--- config.mk ---
export PLATFORM = sky130hd
export DESIGN_NAME = gfc_sequencer
export DESIGN_NICKNAME = d
export VERILOG_FILES = /design/src/rtl/core/gfc_pkg.sv /design/src/rtl/core/gfc_sequencer.sv
export SDC_FILE = /design/constraint.sdc
export NUM_CORES = 1
export LEC_CHECK = 0
export ABC_AREA = 1
export BUFFER_PORTS_ARGS = -buffer_cell sky130_fd_sc_hd__buf_2
export CORE_MARGIN = 3
export CORE_UTILIZATION = 40
export CTS_CLUSTER_SIZE = 28
export DETAILED_ROUTE_END_ITERATION = 12
export MAX_ROUTING_LAYER = met4
export PLACE_DENSITY_LB_ADDON = 0.2
export SLEW_MARGIN = 25
export SYNTH_ARGS = -nofsm -noshare
export SYNTH_HDL_FRONTEND = slang
export SYNTH_SLANG_ARGS = --single-unit
--- constraint.sdc ---
create_clock -name clk_i -period 3.63 [get_ports clk_i]
set_input_delay 0 -clock clk_i [delete_from_list [all_inputs] [get_ports clk_i]]
set_output_delay 0 -clock clk_i [all_outputs]
set_load 0.01 [all_outputs]
--- src/rtl/core/gfc_pkg.sv ---
// ----------------------------------------------------------------------------
// gfc_pkg
// Types and constants shared by the frame compositor modules.
// ----------------------------------------------------------------------------
package gfc_pkg;

  localparam int PIX_W      = 8;
  localparam int COORD_W    = 10;
  localparam int CFG_IDX_W  = 2;
  localparam int CFG_DATA_W = 9;

  typedef enum logic [1:0] {
    FUNC_HEADER = 2'd0,
    FUNC_PIXEL  = 2'd1,
    FUNC_READ   = 2'd2
  } func_e;

  typedef enum logic [1:0] {
    DISP_KEEP       = 2'd0,
    DISP_BACKGROUND = 2'd1,
    DISP_PREVIOUS   = 2'd2
  } disp_e;

  localparam logic [CFG_IDX_W-1:0] CFG_CANVAS_WIDTH  = 2'd0;
  localparam logic [CFG_IDX_W-1:0] CFG_CANVAS_HEIGHT = 2'd1;
  localparam logic [CFG_IDX_W-1:0] CFG_BACKGROUND    = 2'd2;

  typedef enum logic [2:0] {
    ST_IDLE,
    ST_WALK,
    ST_FLUSH,
    ST_LOCATE,
    ST_FETCH,
    ST_UPDATE,
    ST_RESULT
  } state_e;

  typedef struct packed {
    logic [1:0] func;
    logic       first_frame;
    logic [7:0] rect_left;
    logic [7:0] rect_top;
    logic [8:0] rect_width;
    logic [8:0] rect_height;
    logic [8:0] transparent_index;
    logic [1:0] disposal_kind;
    logic [7:0] pixel_index;
    logic [7:0] read_x;
    logic [7:0] read_y;
  } in_t;

  typedef struct packed {
    logic [7:0] read_value;
    logic       out_of_canvas;
  } out_t;

  typedef struct packed {
    logic [8:0] canvas_width;
    logic [8:0] canvas_height;
    logic [7:0] background_index;
  } cfg_t;

  typedef struct packed {
    logic load;
    logic oob;
  } res_ctl_t;

endpackage

--- src/rtl/core/gfc_sequencer.sv ---
// ----------------------------------------------------------------------------
// gfc_sequencer
// Request sequencer: canvas walk for headers, locate/fetch/update for pixels
// and locate/fetch/result for reads, with separate walk and pixel addressing.
// ----------------------------------------------------------------------------
module gfc_sequencer import gfc_pkg::*; #(
  parameter int MAX_DIM       = 256,
  parameter int CANVAS_PIXELS = 65536,
  localparam int AW           = $clog2(CANVAS_PIXELS)
) (
  input  logic             clk_i,
  input  logic             rst_ni,
  input  logic             in_valid_i,
  input  in_t              in_i,
  output logic             in_stall_o,
  input  cfg_t             cfg_i,
  input  logic             out_busy_i,
  output res_ctl_t         res_o,
  output logic             shown_we_o,
  output logic [AW-1:0]    shown_waddr_o,
  output logic [PIX_W-1:0] shown_wdata_o,
  output logic             shown_re_o,
  output logic [AW-1:0]    shown_raddr_o,
  input  logic [PIX_W-1:0] shown_rdata_i,
  output logic             saved_we_o,
  output logic [AW-1:0]    saved_waddr_o,
  output logic [PIX_W-1:0] saved_wdata_o,
  output logic             saved_re_o,
  output logic [AW-1:0]    saved_raddr_o,
  input  logic [PIX_W-1:0] saved_rdata_i
);

  localparam int DimW = $clog2(MAX_DIM + 1);
  localparam int EW   = (DimW > COORD_W) ? DimW : COORD_W;
  localparam int PW   = $clog2(MAX_DIM * MAX_DIM);
  localparam int XW   = ((PW > AW) ? PW : AW) + 1;

  state_e           state_q, state_d;
  logic             first_q, first_d;
  logic [7:0]       left_q, left_d;
  logic [7:0]       top_q, top_d;
  logic [8:0]       fw_q, fw_d;
  logic [8:0]       fh_q, fh_d;
  logic [8:0]       transp_q, transp_d;
  logic [1:0]       disp_q, disp_d;
  logic [8:0]       col_q, col_d;
  logic [8:0]       row_q, row_d;
  logic [EW-1:0]    x_q, x_d;
  logic [EW-1:0]    y_q, y_d;
  logic [PIX_W-1:0] pix_q, pix_d;
  logic             is_read_q, is_read_d;
  logic [AW-1:0]    addr_q, addr_d;
  logic             hit_q, hit_d;
  logic [EW-1:0]    wx_q, wx_d;
  logic [EW-1:0]    wy_q, wy_d;
  logic [XW-1:0]    base_q, base_d;
  logic             pend_q, pend_d;
  logic [AW-1:0]    pend_addr_q, pend_addr_d;

  logic [EW-1:0]    eff_w, eff_h;
  logic [XW-1:0]    walk_pos, pix_pos;
  logic             walk_ok, in_rng, walk_last, accept, opaque;
  logic [9:0]       col_inc;
  logic [PIX_W-1:0] new_pix;

  assign eff_w = (EW'(cfg_i.canvas_width) > EW'(MAX_DIM)) ? EW'(MAX_DIM)
                                                          : EW'(cfg_i.canvas_width);
  assign eff_h = (EW'(cfg_i.canvas_height) > EW'(MAX_DIM)) ? EW'(MAX_DIM)
                                                           : EW'(cfg_i.canvas_height);

  assign walk_pos  = base_q + XW'(wx_q);
  assign walk_ok   = walk_pos < XW'(CANVAS_PIXELS);
  assign walk_last = (wx_q == eff_w - EW'(1)) && (wy_q == eff_h - EW'(1));

  assign pix_pos = XW'(y_q) * XW'(MAX_DIM) + XW'(x_q);
  assign in_rng  = (x_q < eff_w) && (y_q < eff_h);

  assign col_inc = {1'b0, col_q} + 10'd1;
  assign opaque  = {1'b0, pix_q} != transp_q;
  assign new_pix = opaque ? pix_q : shown_rdata_i;

  assign in_stall_o = state_q != ST_IDLE;
  assign accept     = in_valid_i && !in_stall_o;

  always_comb begin
    state_d     = state_q;
    first_d     = first_q;
    left_d      = left_q;
    top_d       = top_q;
    fw_d        = fw_q;
    fh_d        = fh_q;
    transp_d    = transp_q;
    disp_d      = disp_q;
    col_d       = col_q;
    row_d       = row_q;
    x_d         = x_q;
    y_d         = y_q;
    pix_d       = pix_q;
    is_read_d   = is_read_q;
    addr_d      = addr_q;
    hit_d       = hit_q;
    wx_d        = wx_q;
    wy_d        = wy_q;
    base_d      = base_q;
    pend_d      = 1'b0;
    pend_addr_d = walk_pos[AW-1:0];

    res_o         = '0;
    shown_we_o    = 1'b0;
    shown_waddr_o = pend_addr_q;
    shown_wdata_o = saved_rdata_i;
    shown_re_o    = 1'b0;
    shown_raddr_o = addr_q;
    saved_we_o    = 1'b0;
    saved_waddr_o = walk_pos[AW-1:0];
    saved_wdata_o = cfg_i.background_index;
    saved_re_o    = 1'b0;
    saved_raddr_o = walk_pos[AW-1:0];

    if (pend_q) begin
      shown_we_o = 1'b1;
    end

    case (state_q)
      ST_IDLE: begin
        if (accept) begin
          case (in_i.func)
            FUNC_HEADER: begin
              first_d  = in_i.first_frame;
              left_d   = in_i.rect_left;
              top_d    = in_i.rect_top;
              fw_d     = in_i.rect_width;
              fh_d     = in_i.rect_height;
              transp_d = in_i.transparent_index;
              disp_d   = in_i.disposal_kind;
              col_d    = '0;
              row_d    = '0;
              wx_d     = '0;
              wy_d     = '0;
              base_d   = '0;
              if ((eff_w != '0) && (eff_h != '0)) begin
                state_d = ST_WALK;
              end
            end
            FUNC_PIXEL: begin
              if ((fw_q != '0) && (row_q < fh_q)) begin
                x_d       = EW'(left_q) + EW'(col_q);
                y_d       = EW'(top_q) + EW'(row_q);
                pix_d     = in_i.pixel_index;
                is_read_d = 1'b0;
                if (col_inc >= {1'b0, fw_q}) begin
                  col_d = '0;
                  row_d = row_q + 9'd1;
                end else begin
                  col_d = col_inc[8:0];
                end
                state_d = ST_LOCATE;
              end
            end
            FUNC_READ: begin
              x_d       = EW'(in_i.read_x);
              y_d       = EW'(in_i.read_y);
              is_read_d = 1'b1;
              state_d   = ST_LOCATE;
            end
            default: begin
              state_d = ST_IDLE;
            end
          endcase
        end
      end
      ST_WALK: begin
        if (first_q) begin
          shown_we_o    = walk_ok;
          shown_waddr_o = walk_pos[AW-1:0];
          shown_wdata_o = cfg_i.background_index;
          saved_we_o    = walk_ok;
        end else begin
          saved_re_o = walk_ok;
          pend_d     = walk_ok;
        end
        if (wx_q == eff_w - EW'(1)) begin
          wx_d   = '0;
          wy_d   = wy_q + EW'(1);
          base_d = base_q + XW'(MAX_DIM);
        end else begin
          wx_d = wx_q + EW'(1);
        end
        if (walk_last) begin
          state_d = ST_FLUSH;
        end
      end
      ST_FLUSH: begin
        state_d = ST_IDLE;
      end
      ST_LOCATE: begin
        hit_d  = in_rng && (pix_pos < XW'(CANVAS_PIXELS));
        addr_d = pix_pos[AW-1:0];
        if (in_rng && (pix_pos < XW'(CANVAS_PIXELS))) begin
          state_d = ST_FETCH;
        end else if (is_read_q) begin
          state_d = ST_RESULT;
        end else begin
          state_d = ST_IDLE;
        end
      end
      ST_FETCH: begin
        shown_re_o = 1'b1;
        state_d    = is_read_q ? ST_RESULT : ST_UPDATE;
      end
      ST_UPDATE: begin
        shown_we_o    = opaque;
        shown_waddr_o = addr_q;
        shown_wdata_o = pix_q;
        saved_we_o    = disp_q != DISP_PREVIOUS;
        saved_waddr_o = addr_q;
        saved_wdata_o = (disp_q == DISP_BACKGROUND) ? cfg_i.background_index : new_pix;
        state_d       = ST_IDLE;
      end
      ST_RESULT: begin
        if (!out_busy_i) begin
          res_o.load = 1'b1;
          res_o.oob  = !hit_q;
          state_d    = ST_IDLE;
        end
      end
      default: begin
        state_d = ST_IDLE;
      end
    endcase
  end

  always_ff @(posedge clk_i or negedge rst_ni) begin
    if (!rst_ni) begin
      state_q  <= ST_IDLE;
      pend_q   <= 1'b0;
      left_q   <= '0;
      top_q    <= '0;
      fw_q     <= 9'd1;
      fh_q     <= 9'd1;
      transp_q <= 9'd256;
      disp_q   <= DISP_KEEP;
      col_q    <= '0;
      row_q    <= '0;
    end else begin
      state_q  <= state_d;
      pend_q   <= pend_d;
      left_q   <= left_d;
      top_q    <= top_d;
      fw_q     <= fw_d;
      fh_q     <= fh_d;
      transp_q <= transp_d;
      disp_q   <= disp_d;
      col_q    <= col_d;
      row_q    <= row_d;
    end
  end

  always_ff @(posedge clk_i) begin
    first_q     <= first_d;
    x_q         <= x_d;
    y_q         <= y_d;
    pix_q       <= pix_d;
    is_read_q   <= is_read_d;
    addr_q      <= addr_d;
    hit_q       <= hit_d;
    wx_q        <= wx_d;
    wy_q        <= wy_d;
    base_q      <= base_d;
    pend_addr_q <= pend_addr_d;
  end

endmodule

-- After elaboration in Yosys (flattened, before gate mapping)
Index checks and enable logic that the tools add are counted.
W data, S select, Z words.
- register bits: 167
- bits in latches: 0
- RAM bits: 0
- memory bits (read-only): 0
- output and inout bits: 87
- memories kept: 0
- $add $sub $neg: 11
- multipliers: 0
- divide/modulo/power cells: 0
- magnitude comparators: 8
- eq/ne operators: 21
- shift-type cells: 0
- mux-type cells: 52
- bitwise logic cells: 0
- reduce and logical (&&, ||, !) cells: 25
- operators by type and width (operator ; count):
    $pmux W10 S2 ; 4
    $mux W10 ; 6
    $mux W9 ; 6
    $mux W17 ; 3
    $pmux W9 S2 ; 2
    $add A17 B10 Y17 ; 2
    $lt A17 B17 Y1 const B ; 2
    $pmux W17 S2 ; 1
    $mux W16 ; 2
    $mux W8 ; 4
    $pmux W16 S2 ; 1
    $mux W3 ; 7
    $add A10 B1 Y10 const B ; 2
    $add A8 B9 Y10 ; 2
    $eq A10 B10 Y1 ; 2
    $lt A10 B9 Y1 ; 2
    $reduce_bool A10 Y1 ; 2
    $sub A9 B1 Y10 const B ; 2
    $gt A9 B9 Y1 const B ; 2
    $add A17 B9 Y17 const B ; 1
    $pmux W8 S2 ; 1
    $reduce_and A4 Y1 ; 4
    $pmux W3 S5 ; 1
    $ne A2 B2 Y1 const B ; 7
    25 further kinds ; 49

-- Longest topological paths before layout
- depth in word-level cells: 8
- depth in mapped cells: 17
- gate-level depth less buffers: 17

-- Least setup slack after synthesis
OpenSTA, ideal clock, no wires.
- path kind: flip-flop to flip-flop
- start point: reg state_q[1]
- end point: reg base_q[10] (enable)
- arrival time: 2.788 ns
- data required time: 3.206 ns
- setup slack: 0.418 ns
- cell stages (with the launch flop): 9
- buffers on the path: 0
- clock period less this slack: 3.212 ns
- path through: dfrtp_1 > nor2_1 > inv_1 > nor2_2 > nand2_1 > nor2_4 > inv_2 > nand2_1 > a21boi_0
- cells in the longest elaborated chain, start to end: 5
- elaborated cells on any way between the ends: 10
- classes of those cells: eq/ne (4); reduce/logical (6)
- RTL lines (item ; line ; source):
    start: declaration ; gfc_sequencer.sv:38 ; state_e state_q, state_d;
    start signal: assignment ; gfc_sequencer.sv:246 ; state_q <= state_d;
    $reduce_bool A3 Y1 ; gfc_sequencer.sv:82 ; assign in_stall_o = state_q != ST_IDLE;
    $logic_not A1 Y1 ; gfc_sequencer.sv:83 ; assign accept = in_valid_i && !in_stall_o;
    $logic_and A1 B1 Y1 ; gfc_sequencer.sv:83 ;
    $ne A2 B2 Y1 (no line) ; -- ;
    $reduce_and A4 Y1 (no line) (*) ; -- ;
    end signal: assignment ; gfc_sequencer.sv:269 ; base_q <= base_d;
    end: declaration ; gfc_sequencer.sv:56 ; logic [XW-1:0] base_q, base_d;
Every way passes the cells marked *; elsewhere a longest branch is shown, timed or not.
A chain may end at the register's enable or synchronous reset.

-- Worst setup path in the final report
- start point: reg state_q[1]
- end point: out saved_wdata_o[6]
- cells in the longest elaborated chain, start to end: 2
- RTL lines (item ; line ; source):
    $eq A3 B3 Y1 ; gfc_sequencer.sv:124 ; case (state_q)
    $mux W8 ; gfc_sequencer.sv:124 ;
    end: declaration ; gfc_sequencer.sv:27 ; output logic [PIX_W-1:0] saved_wdata_o,
No other way between the ends.

==> key figures <==
Logic synthesis
  – Netlist cell types: 48
  – Dominant cells by area after synthesis: edfxtp_1 23%, dfrtp_1 16%, nand2_1 14%, ha_1 8.1%, inv_1 6.1%
  – Syn. warnings: 0
  – Cells after Synth: 1277
  – Mapped cell area: 0.01008 mm^2
  – Flops & latches, synth: 159
  – Syn Nets: 1464
  – Mean Syn Cell Area: 7.890 um^2
  – Post-synthesis sequential area ratio: 0.4251
  – Async S/R FF share, synth: 0.4214
  – Number of enable flip-flop cells after synthesis: 76
  – Ys flop type: edfxtp_1
  – Synth area leader: edfxtp_1
  – Synth top area share: 0.2265

Power and ir drop
  – Power density of the placed cells: 698.6 mW/mm^2
  – Pleak: 6.203 nW
  – VDD IR-drop max: 0.5085 mV

Job
  – Number of max-cap violations: 0

Layout
  – Commonest non-fill, non-tap cell in the layout: nand2_1
  – Most frequent cells in the layout: 364 x nand2_1, 204 x buf_2, 163 x inv_1
  – Finished Cell Area: 0.01272 mm^2
  – Share of cells above drive strength 1: 0.1868
  – Area grow syn2layout: 26.26%
  – Layout Nets: 1732

Setup path
  – Critical Setup Path Class: reg2out
  – Worst Setup End Kind: output port
  – Crit start category: flop
  – CP max FO: 36
  – Arr. time, crit path: 2900 ps
  – Reg2reg end: col_q[5]
  – WP data required: 3630 ps
  – Reg-to-Reg Start: col_q[2]
  – R2R setup slack: 930 ps
  – R2R depth: 15

Routing
  – 1st-iter DRT viols: 538
  – WL per Instance: 14.59 um
  – Antenna Nets Post-Route: 0
  – Via Count: 9216
  – Via density: 4.889
  – First drt pass iteration count: 7
  – Routed wire length: 27510 um
  – DRC violation count after routing: 0

Min path
  – Min-Delay Endpoint: state_q[0]
  – Hold Crit Class: in2reg
  – HP Start: in_valid_i
  – Cells on Worst Hold Path: 5

CTS
  – TritonCTS clock tree: built
  – Setup Buffers After CTS: 0
  – Clk root buf: clkbuf_16
  – Total CTS buffers: 17
  – Clk buf depth: 2
  – Clock Pin Slew Worst Setup and Hold Paths: 60 ps
  – Clk Latency, worst-skew pair: 430 ps
  – Clock sinks: 159
  – H-Tree Depth: 4
  – Hold_buf cts: 72
  – Post-cts sizing count: 0

Global routing
  – Largest net degree at the start of global routing: 71
  – First-pass GRT wire length: 44560 um
  – Vias in the first global route: 8921
  – Total gr overflow: 0
  – Tot GR Track Use: 0.2137
  – Initial antenna violation count: 3

Run status
  – Status: finished clean

Placed design
  – Placed Area: 0.01141 mm^2
  – Gp weighted congestion: 0.9075
  – PortBufs: 204
  – Final HPWL DP: 21110 um

Floorplanning
  – Die height: 164.7 um
  – Die area: 0.02713 mm^2
  – Die extent in x: 164.7 um
  – Initial core utilization: 0.4107
  – Core Region: 0.02453 mm^2
  – Boundary pin count: 205
  – Row cnt: 57

STA
  – Worst-Margin Slew: 915.6 ps
  – Clock skew: 13.37 ps
  – Final Max Tran Viols: 0
  – Post-layout min period: 2903 ps
  – RSZ-0062 raised after global routing: false
  – Max-slew headroom: 0.3896
  – TNS Setup: 0 ps
  – Final hold vios: 0
  – Fmax: 344.5 MHz
  – Setup Viol. Count Final: 0
  – Crit share post-route: 0.7997
-- cell usage after synthesis (2+ instances only) --
| library cell | number |
|---|---|
| nand2_1 | 364 |
| inv_1 | 163 |
| nor2_1 | 95 |
| o21ai_0 | 94 |
| nand3_1 | 78 |
| edfxtp_1 | 76 |
| ha_1 | 65 |
| dfrtp_1 | 64 |
| a21oi_1 | 48 |
| xor2_1 | 35 |
| clkbuf_1 | 21 |
| o211ai_1 | 21 |
| nor3_1 | 18 |
| dfxtp_1 | 16 |
| nand4_1 | 15 |
| or2_2 | 11 |
| buf_4 | 9 |
| xnor2_1 | 8 |
| a31oi_1 | 7 |
| nor2_4 | 7 |
| inv_2 | 6 |
| nand2_2 | 5 |
| fa_1 | 4 |
| nand3b_1 | 4 |
| o22ai_1 | 4 |
| dfstp_2 | 3 |
| nand3_2 | 3 |
| nor3b_2 | 3 |
| nor4_1 | 3 |
| o21ai_1 | 3 |
| a22o_1 | 2 |
| buf_2 | 2 |
| nor2_2 | 2 |
| nor3b_1 | 2 |
| o21a_1 | 2 |
| o21ai_2 | 2 |
-- worst max path at each step --
stage                     slack (ps)                to  depth (start not counted)  startpoint
final                            730  saved_wdata_o[6]                          9  state_q[1]
after global routing             360  saved_wdata_o[6]                         10  state_q[0]
after CTS                        740  saved_wdata_o[6]                          9  state_q[1]
after detailed placement         950           wy_q[8]                          7  state_q[1]
after global placement          1010           wy_q[9]                          8  state_q[0]
after floorplan                  420        base_q[10]                          8  state_q[1]
-- cells by family after synthesis --
kind of cell / count (synthesis) / synth area share
DFF: 159 / 0.4251
AOI/OAI and AO/OA: 189 / 0.1046
adders and majority gates: 69 / 0.08866
buffers and inverters: 203 / 0.07935
xor gates and xnor gates: 44 / 0.03961
and+or+nand+nor: 613 / 0.2628
-- state kept, by name, indices dropped and copies added (netlist names) --
signal,cells
pend_q,1
wx_q,10
disp_q,2
wy_q,10
left_q,8
base_q,9
y_q,10
first_q,1
col_q,9
fw_q,9
x_q,10
is_read_q,1
state_q,3
pend_addr_q,16
transp_q,9
fh_q,9
shown_raddr_o,16
hit_q,1
top_q,8
pix_q,8
row_q,9
-- routing by layer --
layer | global-route usage | wire, um
met1 | 0.2840 | 12880
met2 | 0.3428 | 12910
met3 | 0.03085 | 1245
met4 | 0.06024 | 470
met5 | - | 0
-- report_power, final --
part,switching [mW],internal [mW]
combinational,2.38,1.48
clock,0.780,0.990
sequential,0.533,2.73
total,3.69,5.20
-- stage by stage --
step	power (mW)	setup WS [ps]	hold slack (ps)	utilization	instances
6_report	8.887	727.2	59.33	0.5186	1885
5_1_grt	9.649	358.1	58.83	0.5186	1885
4_1_cts	8.934	735.7	28.52	0.5183	1882
3_5_place_dp	7.073	947.4	179.1	0.4651	1778
3_3_place_gp	6.996	1011	178.1	0.4648	1778
2_1_floorplan	5.795	417.8	-295.6	-	1277
-- critical path, cell delays in order (launching register included) --
cell and delay [ps]:
dfrtp_1 410, nor2_4 300, inv_2 120, nor2_4 80
buf_4 330, inv_2 200, a21oi_2 540, o21ai_0 190
o22ai_1 140, buf_2 150
-- cell type report --
| type | count | area [um^2] |
|---|---|---|
| Fill cell | 2380 | 11810 |
| Multi-Input combinational cell | 915 | 5014 |
| Sequential cell | 159 | 4283 |
| Timing Repair Buffer | 283 | 1794 |
| Inverter | 169 | 634.4 |
| Clock buffer | 20 | 489.2 |
| Tap cell | 324 | 405.4 |
| Clock inverter | 12 | 95.09 |
| Antenna cell | 3 | 7.507 |
(Power assumes the default switching activity.)
